File: src/rtl/core/mp3_header_and_vbr_tag_parser_unit_defines.svh
// Assertion macros for the mp3 header and VBR tag parser unit.
// Used by mhvp_queue.sv under rtl/core; expects clk and rst_n in scope.
`ifndef MP3_HEADER_AND_VBR_TAG_PARSER_UNIT_DEFINES_SVH
`define MP3_HEADER_AND_VBR_TAG_PARSER_UNIT_DEFINES_SVH
`ifndef SYNTHESIS
`define MHVP_ASSERT_IMP(lbl, pre, post) \
    lbl: assert property (@(posedge clk) disable iff (!rst_n) (pre) |-> (post)) \
        else $error("mhvp assertion failed");
`define MHVP_ASSERT_NXT(lbl, pre, post) \
    lbl: assert property (@(posedge clk) disable iff (!rst_n) (pre) |=> (post)) \
        else $error("mhvp assertion failed");
`else
`define MHVP_ASSERT_IMP(lbl, pre, post)
`define MHVP_ASSERT_NXT(lbl, pre, post)
`endif
`endif

File: src/rtl/core/mhvp_pkg.sv
// Package for the mp3 header and VBR tag parser: types, constants, lookup tables.
// No dependencies.
`default_nettype none
package mhvp_pkg;

    localparam int PosMax   = 63;
    localparam int VbriAt   = 36;
    localparam int XingLen  = 12;
    localparam int VbriEnd  = 54;
    localparam int QDepth   = 2;
    localparam int DivBits  = 53;
    localparam int ProdW    = 53;

    localparam logic [7:0]  SyncByte = 8'hFF;
    localparam logic [7:0]  SyncMask = 8'hE0;
    localparam logic [31:0] FlagFrames = 32'h0000_0001;
    localparam logic [10:0] SamplesV1 = 11'd1152;
    localparam logic [10:0] SamplesV2 = 11'd576;
    localparam logic [20:0] MsScaleV1 = 21'(1152 * 1000);
    localparam logic [20:0] MsScaleV2 = 21'(576 * 1000);

    localparam logic [1:0] VerV1       = 2'b11;
    localparam logic [1:0] VerV2       = 2'b10;
    localparam logic [1:0] VerReserved = 2'b01;
    localparam logic [1:0] LayerIII    = 2'b01;
    localparam logic [1:0] ModeMono    = 2'b11;
    localparam logic [3:0] BriBad      = 4'hF;
    localparam logic [1:0] SriBad      = 2'b11;

    localparam logic [1:0] TagNone = 2'd0;
    localparam logic [1:0] TagXing = 2'd1;
    localparam logic [1:0] TagVbri = 2'd2;

    typedef struct packed {
        logic        ok;
        logic [15:0] rate;
        logic [18:0] bitrate;
        logic [1:0]  chans;
        logic [10:0] samples;
        logic [5:0]  side;
    } hdr_t;

    typedef struct packed {
        logic        header_ok;
        logic [15:0] sample_rate_hz;
        logic [18:0] bit_rate;
        logic [1:0]  channel_count;
        logic [10:0] frame_samples;
        logic [5:0]  side_info_len;
        logic [1:0]  tag_found;
        logic [31:0] frame_total;
    } job_t;

    typedef struct packed {
        logic full;
        logic empty;
    } q_status_t;

    typedef enum logic [1:0] {
        ST_IDLE,
        ST_MUL,
        ST_DIV,
        ST_HOLD
    } back_state_t;

    function automatic logic [18:0] bps_v1(input logic [3:0] idx);
        case (idx)
            4'd1:    return 19'd32000;
            4'd2:    return 19'd40000;
            4'd3:    return 19'd48000;
            4'd4:    return 19'd56000;
            4'd5:    return 19'd64000;
            4'd6:    return 19'd80000;
            4'd7:    return 19'd96000;
            4'd8:    return 19'd112000;
            4'd9:    return 19'd128000;
            4'd10:   return 19'd160000;
            4'd11:   return 19'd192000;
            4'd12:   return 19'd224000;
            4'd13:   return 19'd256000;
            4'd14:   return 19'd320000;
            default: return 19'd0;
        endcase
    endfunction

    function automatic logic [18:0] bps_v2(input logic [3:0] idx);
        case (idx)
            4'd1:    return 19'd8000;
            4'd2:    return 19'd16000;
            4'd3:    return 19'd24000;
            4'd4:    return 19'd32000;
            4'd5:    return 19'd40000;
            4'd6:    return 19'd48000;
            4'd7:    return 19'd56000;
            4'd8:    return 19'd64000;
            4'd9:    return 19'd80000;
            4'd10:   return 19'd96000;
            4'd11:   return 19'd112000;
            4'd12:   return 19'd128000;
            4'd13:   return 19'd144000;
            4'd14:   return 19'd160000;
            default: return 19'd0;
        endcase
    endfunction

    function automatic logic [15:0] rate_hz(input logic [1:0] ver, input logic [1:0] sri);
        logic [3:0] key;
        key = {ver, sri};
        case (key)
            {VerV1, 2'd0}: return 16'd44100;
            {VerV1, 2'd1}: return 16'd48000;
            {VerV1, 2'd2}: return 16'd32000;
            {VerV2, 2'd0}: return 16'd22050;
            {VerV2, 2'd1}: return 16'd24000;
            {VerV2, 2'd2}: return 16'd16000;
            4'b0000, 4'b0100: return 16'd11025;
            4'b0001, 4'b0101: return 16'd12000;
            4'b0010, 4'b0110: return 16'd8000;
            default: return 16'd0;
        endcase
    endfunction

    function automatic hdr_t decode_hdr(input logic [7:0] b0, input logic [7:0] b1,
                                        input logic [7:0] b2, input logic [7:0] b3);
        hdr_t h;
        logic v1;
        logic mono;
        v1 = (b1[4:3] == VerV1);
        mono = (b3[7:6] == ModeMono);
        h.rate = rate_hz(b1[4:3], b2[3:2]);
        h.bitrate = v1 ? bps_v1(b2[7:4]) : bps_v2(b2[7:4]);
        h.chans = mono ? 2'd1 : 2'd2;
        h.samples = v1 ? SamplesV1 : SamplesV2;
        h.side = v1 ? (mono ? 6'd17 : 6'd32) : (mono ? 6'd9 : 6'd17);
        h.ok = (b0 == SyncByte) && ((b1 & SyncMask) == SyncMask) &&
               (b1[4:3] != VerReserved) && (b1[2:1] == LayerIII) &&
               (b2[7:4] != BriBad) && (b2[3:2] != SriBad) && (h.rate != 16'd0);
        return h;
    endfunction

    function automatic logic [7:0] xing_char(input logic [1:0] k);
        case (k)
            2'd0:    return 8'h58;
            2'd1:    return 8'h69;
            2'd2:    return 8'h6E;
            default: return 8'h67;
        endcase
    endfunction

    function automatic logic [7:0] info_char(input logic [1:0] k);
        case (k)
            2'd0:    return 8'h49;
            2'd1:    return 8'h6E;
            2'd2:    return 8'h66;
            default: return 8'h6F;
        endcase
    endfunction

    function automatic logic [7:0] vbri_char(input logic [1:0] k);
        case (k)
            2'd0:    return 8'h56;
            2'd1:    return 8'h42;
            2'd2:    return 8'h52;
            default: return 8'h49;
        endcase
    endfunction

endpackage
`default_nettype wire

File: src/rtl/core/mhvp_front.sv
// Front end: takes buffer bytes, decodes the header, scans for Xing/Info/VBRI tags.
// Emits one job per buffer into the queue. Depends on mhvp_pkg.
`default_nettype none
module mhvp_front (
    input  wire logic               clk,
    input  wire logic               rst_n,
    input  wire logic               in_valid,
    output logic                    in_ready,
    input  wire logic [7:0]         in_byte,
    input  wire logic               in_last,
    input  wire mhvp_pkg::q_status_t q_status,
    output logic                    push,
    output mhvp_pkg::job_t          push_job
);
    import mhvp_pkg::*;

    logic [5:0]  pos_reg, pos_next;
    logic [7:0]  hdr_reg [0:3];
    logic [7:0]  hdr_next [0:3];
    logic        xmatch_reg, xmatch_next;
    logic        imatch_reg, imatch_next;
    logic        vmatch_reg, vmatch_next;
    logic [31:0] flag_reg, flag_next;
    logic [31:0] xcount_reg, xcount_next;
    logic [31:0] vcount_reg, vcount_next;

    hdr_t       hdr_cur;
    hdr_t       hdr_fin;
    logic [5:0] xoff;
    logic [5:0] koff;
    logic [6:0] len;
    logic [6:0] xend_fin;
    logic       accept;
    logic [1:0] tag;
    logic [31:0] frames;

    assign in_ready = !q_status.full;
    assign accept = in_valid && in_ready;

    always_comb
    begin
        pos_next    = pos_reg;
        hdr_next    = hdr_reg;
        xmatch_next = xmatch_reg;
        imatch_next = imatch_reg;
        vmatch_next = vmatch_reg;
        flag_next   = flag_reg;
        xcount_next = xcount_reg;
        vcount_next = vcount_reg;
        hdr_cur = decode_hdr(hdr_reg[0], hdr_reg[1], hdr_reg[2], hdr_reg[3]);
        xoff = 6'd4 + hdr_cur.side;
        koff = pos_reg - xoff;
        if (accept)
        begin
            if (pos_reg < 6'd4)
            begin
                hdr_next[pos_reg[1:0]] = in_byte;
            end
            else if (pos_reg < 6'(PosMax))
            begin
                if (pos_reg >= xoff && pos_reg < xoff + 6'(XingLen))
                begin
                    if (koff < 6'd4)
                    begin
                        if (in_byte != xing_char(koff[1:0]))
                        begin
                            xmatch_next = 1'b0;
                        end
                        if (in_byte != info_char(koff[1:0]))
                        begin
                            imatch_next = 1'b0;
                        end
                    end
                    else if (koff < 6'd8)
                    begin
                        flag_next = {flag_reg[23:0], in_byte};
                    end
                    else
                    begin
                        xcount_next = {xcount_reg[23:0], in_byte};
                    end
                end
                if (pos_reg >= 6'(VbriAt) && pos_reg < 6'(VbriAt + 4))
                begin
                    if (in_byte != vbri_char(2'(pos_reg - 6'(VbriAt))))
                    begin
                        vmatch_next = 1'b0;
                    end
                end
                else if (pos_reg >= 6'(VbriAt + 14) && pos_reg < 6'(VbriAt + 18))
                begin
                    vcount_next = {vcount_reg[23:0], in_byte};
                end
            end
            if (pos_reg < 6'(PosMax))
            begin
                pos_next = pos_reg + 6'd1;
            end
        end

        hdr_fin = decode_hdr(hdr_next[0], hdr_next[1], hdr_next[2], hdr_next[3]);
        len = {1'b0, pos_reg} + 7'd1;
        xend_fin = 7'd4 + {1'b0, hdr_fin.side} + 7'(XingLen);
        tag = TagNone;
        frames = 32'd0;
        if (xend_fin <= len && (xmatch_next || imatch_next))
        begin
            tag = TagXing;
            if ((flag_next & FlagFrames) != 32'd0)
            begin
                frames = xcount_next;
            end
        end
        else if (7'(VbriEnd) <= len && vmatch_next)
        begin
            tag = TagVbri;
            frames = vcount_next;
        end

        push = accept && in_last;
        push_job = '0;
        if (len >= 7'd4 && hdr_fin.ok)
        begin
            push_job.header_ok      = 1'b1;
            push_job.sample_rate_hz = hdr_fin.rate;
            push_job.bit_rate       = hdr_fin.bitrate;
            push_job.channel_count  = hdr_fin.chans;
            push_job.frame_samples  = hdr_fin.samples;
            push_job.side_info_len  = hdr_fin.side;
            push_job.tag_found      = tag;
            push_job.frame_total    = frames;
        end

        if (push)
        begin
            pos_next    = 6'd0;
            hdr_next    = '{default: 8'd0};
            xmatch_next = 1'b1;
            imatch_next = 1'b1;
            vmatch_next = 1'b1;
            flag_next   = 32'd0;
            xcount_next = 32'd0;
            vcount_next = 32'd0;
        end
    end

    always_ff @(posedge clk or negedge rst_n)
    begin
        if (!rst_n)
        begin
            pos_reg    <= 6'd0;
            hdr_reg    <= '{default: 8'd0};
            xmatch_reg <= 1'b1;
            imatch_reg <= 1'b1;
            vmatch_reg <= 1'b1;
            flag_reg   <= 32'd0;
            xcount_reg <= 32'd0;
            vcount_reg <= 32'd0;
        end
        else
        begin
            pos_reg    <= pos_next;
            hdr_reg    <= hdr_next;
            xmatch_reg <= xmatch_next;
            imatch_reg <= imatch_next;
            vmatch_reg <= vmatch_next;
            flag_reg   <= flag_next;
            xcount_reg <= xcount_next;
            vcount_reg <= vcount_next;
        end
    end

endmodule
`default_nettype wire

File: src/rtl/core/mhvp_queue.sv
// Two-entry job queue between the byte front end and the duration back end.
// Depends on mhvp_pkg and the assertion macro header.
`default_nettype none
`include "mp3_header_and_vbr_tag_parser_unit_defines.svh"
module mhvp_queue (
    input  wire logic                clk,
    input  wire logic                rst_n,
    input  wire logic                push,
    input  wire mhvp_pkg::job_t      push_job,
    input  wire logic                pop,
    output mhvp_pkg::job_t           pop_job,
    output mhvp_pkg::q_status_t      q_status
);
    import mhvp_pkg::*;

    localparam int PtrW = (QDepth > 1) ? $clog2(QDepth) : 1;
    localparam int CntW = $clog2(QDepth + 1);

    job_t            ent_reg [0:QDepth-1];
    logic [PtrW-1:0] wr_ptr_reg, wr_ptr_next;
    logic [PtrW-1:0] rd_ptr_reg, rd_ptr_next;
    logic [CntW-1:0] count_reg, count_next;

    assign q_status.full  = (count_reg == CntW'(QDepth));
    assign q_status.empty = (count_reg == '0);
    assign pop_job = ent_reg[rd_ptr_reg];

    always_comb
    begin
        wr_ptr_next = wr_ptr_reg;
        rd_ptr_next = rd_ptr_reg;
        count_next  = count_reg;
        if (push)
        begin
            wr_ptr_next = (wr_ptr_reg == PtrW'(QDepth - 1)) ? '0 : wr_ptr_reg + PtrW'(1);
        end
        if (pop)
        begin
            rd_ptr_next = (rd_ptr_reg == PtrW'(QDepth - 1)) ? '0 : rd_ptr_reg + PtrW'(1);
        end
        if (push && !pop)
        begin
            count_next = count_reg + CntW'(1);
        end
        else if (pop && !push)
        begin
            count_next = count_reg - CntW'(1);
        end
    end

    always_ff @(posedge clk or negedge rst_n)
    begin
        if (!rst_n)
        begin
            wr_ptr_reg <= '0;
            rd_ptr_reg <= '0;
            count_reg  <= '0;
        end
        else
        begin
            wr_ptr_reg <= wr_ptr_next;
            rd_ptr_reg <= rd_ptr_next;
            count_reg  <= count_next;
        end
    end

    always_ff @(posedge clk)
    begin
        if (push)
        begin
            ent_reg[wr_ptr_reg] <= push_job;
        end
    end

    `MHVP_ASSERT_IMP(a_count_bound, 1'b1, count_reg <= CntW'(QDepth))
    `MHVP_ASSERT_IMP(a_no_push_full, q_status.full, !push)
    `MHVP_ASSERT_IMP(a_no_pop_empty, q_status.empty, !pop)
    `MHVP_ASSERT_NXT(a_count_up, push && !pop, count_reg == $past(count_reg) + CntW'(1))

endmodule
`default_nettype wire

File: src/rtl/core/mhvp_back.sv
// Back end: frames * samples * 1000 / rate with one multiply and a bit-serial divider.
// Holds the finished result in an output register. Depends on mhvp_pkg.
`default_nettype none
module mhvp_back (
    input  wire logic                clk,
    input  wire logic                rst_n,
    input  wire mhvp_pkg::q_status_t q_status,
    input  wire mhvp_pkg::job_t      pop_job,
    output logic                     pop,
    output logic                     out_valid,
    input  wire logic                out_ready,
    output mhvp_pkg::job_t           out_job,
    output logic [31:0]              out_duration
);
    import mhvp_pkg::*;

    back_state_t      state_reg, state_next;
    job_t             job_reg, job_next;
    logic [ProdW-1:0] prod_reg, prod_next;
    logic [15:0]      rem_reg, rem_next;
    logic [31:0]      quo_reg, quo_next;
    logic [5:0]       cnt_reg, cnt_next;

    logic [20:0] ms_scale;
    logic [16:0] trial;
    logic        qbit;

    assign ms_scale = (job_reg.frame_samples == SamplesV1) ? MsScaleV1 : MsScaleV2;
    assign trial = {rem_reg, prod_reg[ProdW-1]};
    assign qbit = (trial >= {1'b0, job_reg.sample_rate_hz});

    always_comb
    begin
        state_next = state_reg;
        job_next   = job_reg;
        prod_next  = prod_reg;
        rem_next   = rem_reg;
        quo_next   = quo_reg;
        cnt_next   = cnt_reg;
        pop        = 1'b0;
        out_valid  = 1'b0;
        case (state_reg)
            ST_IDLE:
            begin
                if (!q_status.empty)
                begin
                    pop      = 1'b1;
                    job_next = pop_job;
                    quo_next = 32'd0;
                    if (pop_job.frame_total == 32'd0)
                    begin
                        state_next = ST_HOLD;
                    end
                    else
                    begin
                        state_next = ST_MUL;
                    end
                end
            end
            ST_MUL:
            begin
                prod_next  = ProdW'(job_reg.frame_total) * ProdW'(ms_scale);
                rem_next   = 16'd0;
                cnt_next   = 6'd0;
                state_next = ST_DIV;
            end
            ST_DIV:
            begin
                rem_next  = qbit ? 16'(trial - {1'b0, job_reg.sample_rate_hz}) : trial[15:0];
                quo_next  = {quo_reg[30:0], qbit};
                prod_next = {prod_reg[ProdW-2:0], 1'b0};
                cnt_next  = cnt_reg + 6'd1;
                if (cnt_reg == 6'(DivBits - 1))
                begin
                    state_next = ST_HOLD;
                end
            end
            ST_HOLD:
            begin
                out_valid = 1'b1;
                if (out_ready)
                begin
                    state_next = ST_IDLE;
                end
            end
            default:
            begin
                state_next = ST_IDLE;
            end
        endcase
    end

    always_ff @(posedge clk or negedge rst_n)
    begin
        if (!rst_n)
        begin
            state_reg <= ST_IDLE;
            cnt_reg   <= 6'd0;
        end
        else
        begin
            state_reg <= state_next;
            cnt_reg   <= cnt_next;
        end
    end

    always_ff @(posedge clk)
    begin
        job_reg  <= job_next;
        prod_reg <= prod_next;
        rem_reg  <= rem_next;
        quo_reg  <= quo_next;
    end

    assign out_job      = job_reg;
    assign out_duration = quo_reg;

endmodule
`default_nettype wire

File: src/rtl/core/mp3_header_and_vbr_tag_parser_unit.sv
// Top level of the mp3 header and VBR tag parser: front end, job queue, back end.
// Depends on mhvp_pkg, mhvp_front, mhvp_queue and mhvp_back.
//
// Bytes of one frame buffer stream in on the slave side, one transfer per cycle,
// with tlast on the final byte; each buffer yields exactly one result transfer on
// the master side. The front end takes one byte every cycle while the two-entry job
// queue has room. Each result pops its job, passes through the 32x21 multiplier
// and the bit-serial divider, then waits on the master side until m_tready is
// high; a result whose frame count is zero skips the multiplier and divider.
// Buffers of at least 56 bytes run at one byte per cycle with m_tready held high.
`default_nettype none
module mp3_header_and_vbr_tag_parser_unit (
    input  wire logic          clk,
    input  wire logic          rst_n,
    input  wire logic          s_tvalid,
    output logic               s_tready,
    input  wire logic [7:0]    s_tdata,   // data_byte
    input  wire logic          s_tlast,   // last_byte
    output logic               m_tvalid,
    input  wire logic          m_tready,
    // sample_rate_hz[15:0], bit_rate[34:16], channel_count[36:35],
    // frame_samples[47:37], side_info_len[53:48], tag_found[55:54],
    // frame_total[87:56], duration_ms[119:88]
    output logic [119:0]       m_tdata,
    output logic               m_tuser    // header_ok
);
    import mhvp_pkg::*;

    q_status_t   q_status;
    logic        push;
    job_t        push_job;
    logic        pop;
    job_t        pop_job;
    job_t        out_job;
    logic [31:0] out_duration;

    mhvp_front u_front (
        .clk      (clk),
        .rst_n    (rst_n),
        .in_valid (s_tvalid),
        .in_ready (s_tready),
        .in_byte  (s_tdata),
        .in_last  (s_tlast),
        .q_status (q_status),
        .push     (push),
        .push_job (push_job)
    );

    mhvp_queue u_queue (
        .clk      (clk),
        .rst_n    (rst_n),
        .push     (push),
        .push_job (push_job),
        .pop      (pop),
        .pop_job  (pop_job),
        .q_status (q_status)
    );

    mhvp_back u_back (
        .clk          (clk),
        .rst_n        (rst_n),
        .q_status     (q_status),
        .pop_job      (pop_job),
        .pop          (pop),
        .out_valid    (m_tvalid),
        .out_ready    (m_tready),
        .out_job      (out_job),
        .out_duration (out_duration)
    );

    assign m_tuser = out_job.header_ok;
    assign m_tdata = {out_duration, out_job.frame_total, out_job.tag_found,
                      out_job.side_info_len, out_job.frame_samples,
                      out_job.channel_count, out_job.bit_rate,
                      out_job.sample_rate_hz};

endmodule
`default_nettype wire

File: config.mk
export PLATFORM = sky130hd
export DESIGN_NAME = mp3_header_and_vbr_tag_parser_unit
export DESIGN_NICKNAME = d
export VERILOG_FILES = /design/src/rtl/core/mhvp_pkg.sv /design/src/rtl/core/mhvp_front.sv /design/src/rtl/core/mhvp_queue.sv /design/src/rtl/core/mhvp_back.sv /design/src/rtl/core/mp3_header_and_vbr_tag_parser_unit.sv
export VERILOG_INCLUDE_DIRS = /design/src /design/src/rtl/core
export SDC_FILE = /design/constraint.sdc
export NUM_CORES = 1
export LEC_CHECK = 0
export BUFFER_PORTS_ARGS = -buffer_cell sky130_fd_sc_hd__buf_4
export CAP_MARGIN = 10
export CELL_PAD_IN_SITES_DETAIL_PLACEMENT = 1
export CELL_PAD_IN_SITES_GLOBAL_PLACEMENT = 2
export CORE_ASPECT_RATIO = 1.2
export CORE_UTILIZATION = 38
export CTS_CLUSTER_DIAMETER = 30
export DETAILED_ROUTE_END_ITERATION = 16
export MAX_ROUTING_LAYER = met4
export PLACE_DENSITY = 0.72
export SYNTH_ARGS = -nofsm -noshare
export SYNTH_HDL_FRONTEND = slang
export SYNTH_HIERARCHICAL = 1
export SYNTH_SLANG_ARGS = --single-unit
File: constraint.sdc
create_clock -name clk -period 17.95 [get_ports clk]
set_clock_uncertainty 0.2 [all_clocks]
set_input_delay 0.8975 -clock clk [delete_from_list [all_inputs] [get_ports clk]]
set_output_delay 0.8975 -clock clk [all_outputs]
set_load 0.03 [all_outputs]
==> impl_metrics.tcl <==
set metrics [dict create \
    io_buffers 135 \
    nets 3527 \
    fp.dieH_um 317.6 \
    critPathRequiredTime_ps 18120 \
    syn-instance-count 2872 \
    hp-class "reg2reg" \
    r2r_cells 26 \
    r2r-end "u_back/prod_reg[52]$_DFFE_PP_" \
    first_global_vias 24220 \
    drtAntennaViolNets 0 \
    min_period_over_period_pct 43.61 \
    grt_usage_pct 21.14 \
    final-instance-count-excl-fill 4179 \
    cp-end-kind "register" \
    placed_cells 3992 \
    drc 0 \
    tightest_slew_ps 1082 \
    r2r-start "u_back/out_job[46]$_DFFE_PP_" \
    wl_mm 84.50 \
    die_w_um 265.0 \
    regToRegSetupSlack_ps 10120 \
    viasPerCell 5.128 \
    place_congestion 0.8811 \
    initial_core_util_pct 38.46 \
    antenna_cells 0 \
    die-area_um2 84170 \
    synth_edf_count 359 \
    drt_first_pass_iters 5 \
    crit_fanout 34 \
    drive_gt1_share_pct 14.94 \
    ios 136 \
    cts_tree "done" \
    area_growth_pct 17.29 \
    postCtsSetupRepairBufs 0 \
    syn_avg_cell_area_um2 10.98 \
    syn_area_um2 31540 \
    numCtsBuffers 98 \
    cap_violations 0 \
    synth.area.top_cells "edfxtp_1 (34%), ha_1 (12%), fa_1 (11%)" \
    max_slew_margin_pct 26.35 \
    pre_cts_ws_ps 10130 \
    clk_latency_ps 650 \
    start_kind "register" \
    hold_viol 0 \
    tns_ps 0 \
    synth_top_area_cell "edfxtp_1" \
    worst_ep_arrival_time_ps 7990 \
    routed-via-count 21430 \
    hold_path_startpoint "u_queue/count_reg[1]$_DFFE_PN0P_" \
    yosys_warnings 6 \
    hold_end "u_queue/count_reg[1]$_DFFE_PN0P_" \
    min_path_cells 1 \
    grt_max_degree 77 \
    worst_slack_ps 10120 \
    rsz0062_at_grt "false" \
    num_rows 115 \
    root_buffer "clkbuf_16" \
    synthDominantCellAreaShare_pct 34.18 \
    outcome "finished, final reports clean" \
    htreeDepth 3 \
    fmax_mhz 127.7 \
    slew_violations 0 \
    core_um2 82020 \
    clkTransAtPathRegs_ps 50 \
    drt-initial-drc-count 842 \
    grt_overflow 0 \
    async_flop_share_pct 23.29 \
    clk_path_buf_depth 3 \
    setup_viol 0 \
    yosys_register_bits 468 \
    synthFlopType "edfxtp_1" \
    critical_path_class "reg2reg" \
    clock-sinks 468 \
    period_minus_slack_ps 7828 \
    wl_per_cell_um 20.22 \
    antenna_found_initial 1 \
    yosysUniqueCellTypes 96 \
    grt_pass1_wl_mm 135.1 \
    ys_seq_area_share_pct 42.83 \
    largest_reg_flops 178 \
    dp_hpwl_mm 63.40 \
]
layout by cell type (no fill, tap or decap), drive strengths merged, types with 15 or more instances in the layout:
cell type | Yosys | routed
inv | 384 | 394
edfxtp | 359 | 359
ha | 299 | 299
nand2 | 269 | 269
nor2 | 225 | 225
fa | 175 | 175
buf | 43 | 155
clkbuf | 120 | 123
a21oi | 118 | 118
dfrtp | 106 | 106
mux2 | 105 | 105
o21ai | 95 | 95
mux2i | 89 | 89
conb | 3 | 78
nand4 | 47 | 47
and2 | 40 | 40
or3 | 37 | 37
clkinv | 2 | 33
xnor2 | 32 | 32
nor3 | 31 | 31
xor2 | 30 | 30
nand3 | 27 | 27
a211oi | 19 | 19
a21o | 16 | 16
o21a | 15 | 15
nor2b | 15 | 15
cells by family after synthesis:
family / synth area share, %
flip-flops: 42.83
buffers and inverters: 7.330
XOR/XNOR: 1.721
adder cells (fa/ha/maj): 22.97
AO/OA/AOI/OAI: 7.386
other: 0.03570
AND/OR/NAND/NOR: 11.13
multiplexers: 6.596
worst max-delay path, stage by stage, from the launching register on:
cell	delay, ps
edfxtp_1	400
nor4_2	270
buf_4	410
nand3_1	130
buf_4	280
nand2_1	180
inv_1	80
ha_1	300
ha_1	280
inv_1	50
fa_1	500
inv_1	60
fa_1	490
inv_1	60
fa_1	550
inv_1	50
ha_1	290
ha_1	290
ha_1	350
nor2b_1	160
o31a_1	300
a41o_2	330
a21o_1	240
a41o_1	320
a311oi_1	330
xnor2_1	160
o21ai_0	480
through the flow:
stage	hold slack, ps	area (µm²)	utilization (%)
floorplan	255.5	31830	-
global placement	281.2	33560	40.92
detailed placement	279.3	33560	40.92
CTS	285.8	37000	45.11
global route	302.3	37000	45.11
finish	283.3	37000	45.11
routing by layer:
layer	routed length [µm]	track usage, %	share of wire (%)
met1	34160	23.93	40
met2	45930	38.30	54
met3	2156	2.610	2.6
met4	2246	7.026	2.7
met5	0	-	0
Yosys cell counts (all sizes together) (5+ instances only):
master,count
inv,384
edfxtp,359
ha,299
nand2,269
nor2,225
fa,175
clkbuf,120
a21oi,118
dfrtp,106
mux2,105
o21ai,95
mux2i,89
nand4,47
buf,43
and2,40
or3,37
xnor2,32
nor3,31
xor2,30
nand3,27
a211oi,19
a21o,16
nor2b,15
o21a,15
a31oi,14
nor4,14
nand2b,13
and3,11
o211ai,10
o31ai,9
a21boi,7
o31a,7
o41ai,7
a311oi,6
o21bai,6
o22ai,6
or2,5
worst max-delay path by stage:
stage	start	to	cells after the start
6_report	u_back/out_job[46]$_DFFE_PP_	u_back/prod_reg[52]$_DFFE_PP_	26
3_5_place_dp	u_back/out_job[46]$_DFFE_PP_	u_back/prod_reg[52]$_DFFE_PP_	26
5_1_grt	u_back/out_job[46]$_DFFE_PP_	u_back/prod_reg[52]$_DFFE_PP_	26
2_1_floorplan	u_back/out_job[46]$_DFFE_PP_	u_back/prod_reg[51]$_DFFE_PP_	24
4_1_cts	u_back/out_job[46]$_DFFE_PP_	u_back/prod_reg[52]$_DFFE_PP_	26
3_3_place_gp	u_back/out_job[46]$_DFFE_PP_	u_back/prod_reg[52]$_DFFE_PP_	26
cell type report:
class,instances,area (µm²)
multi-input combinational,1930,16110
fill,8822,45020
tap,1053,1318
sequential,468,13520
timing repair buffer,156,1174
clock inverter,63,782.0
clock buffer,123,2648
inverter,386,1449
repair_timing:
action,CTS,global route
hold buffers,1,0
hold endpoints to repair,2,0
resized for setup,0,0
Power is left out: the tool's default activity adds up to more than one toggle a clock period on the data nets, which glitch-free logic cannot reach.
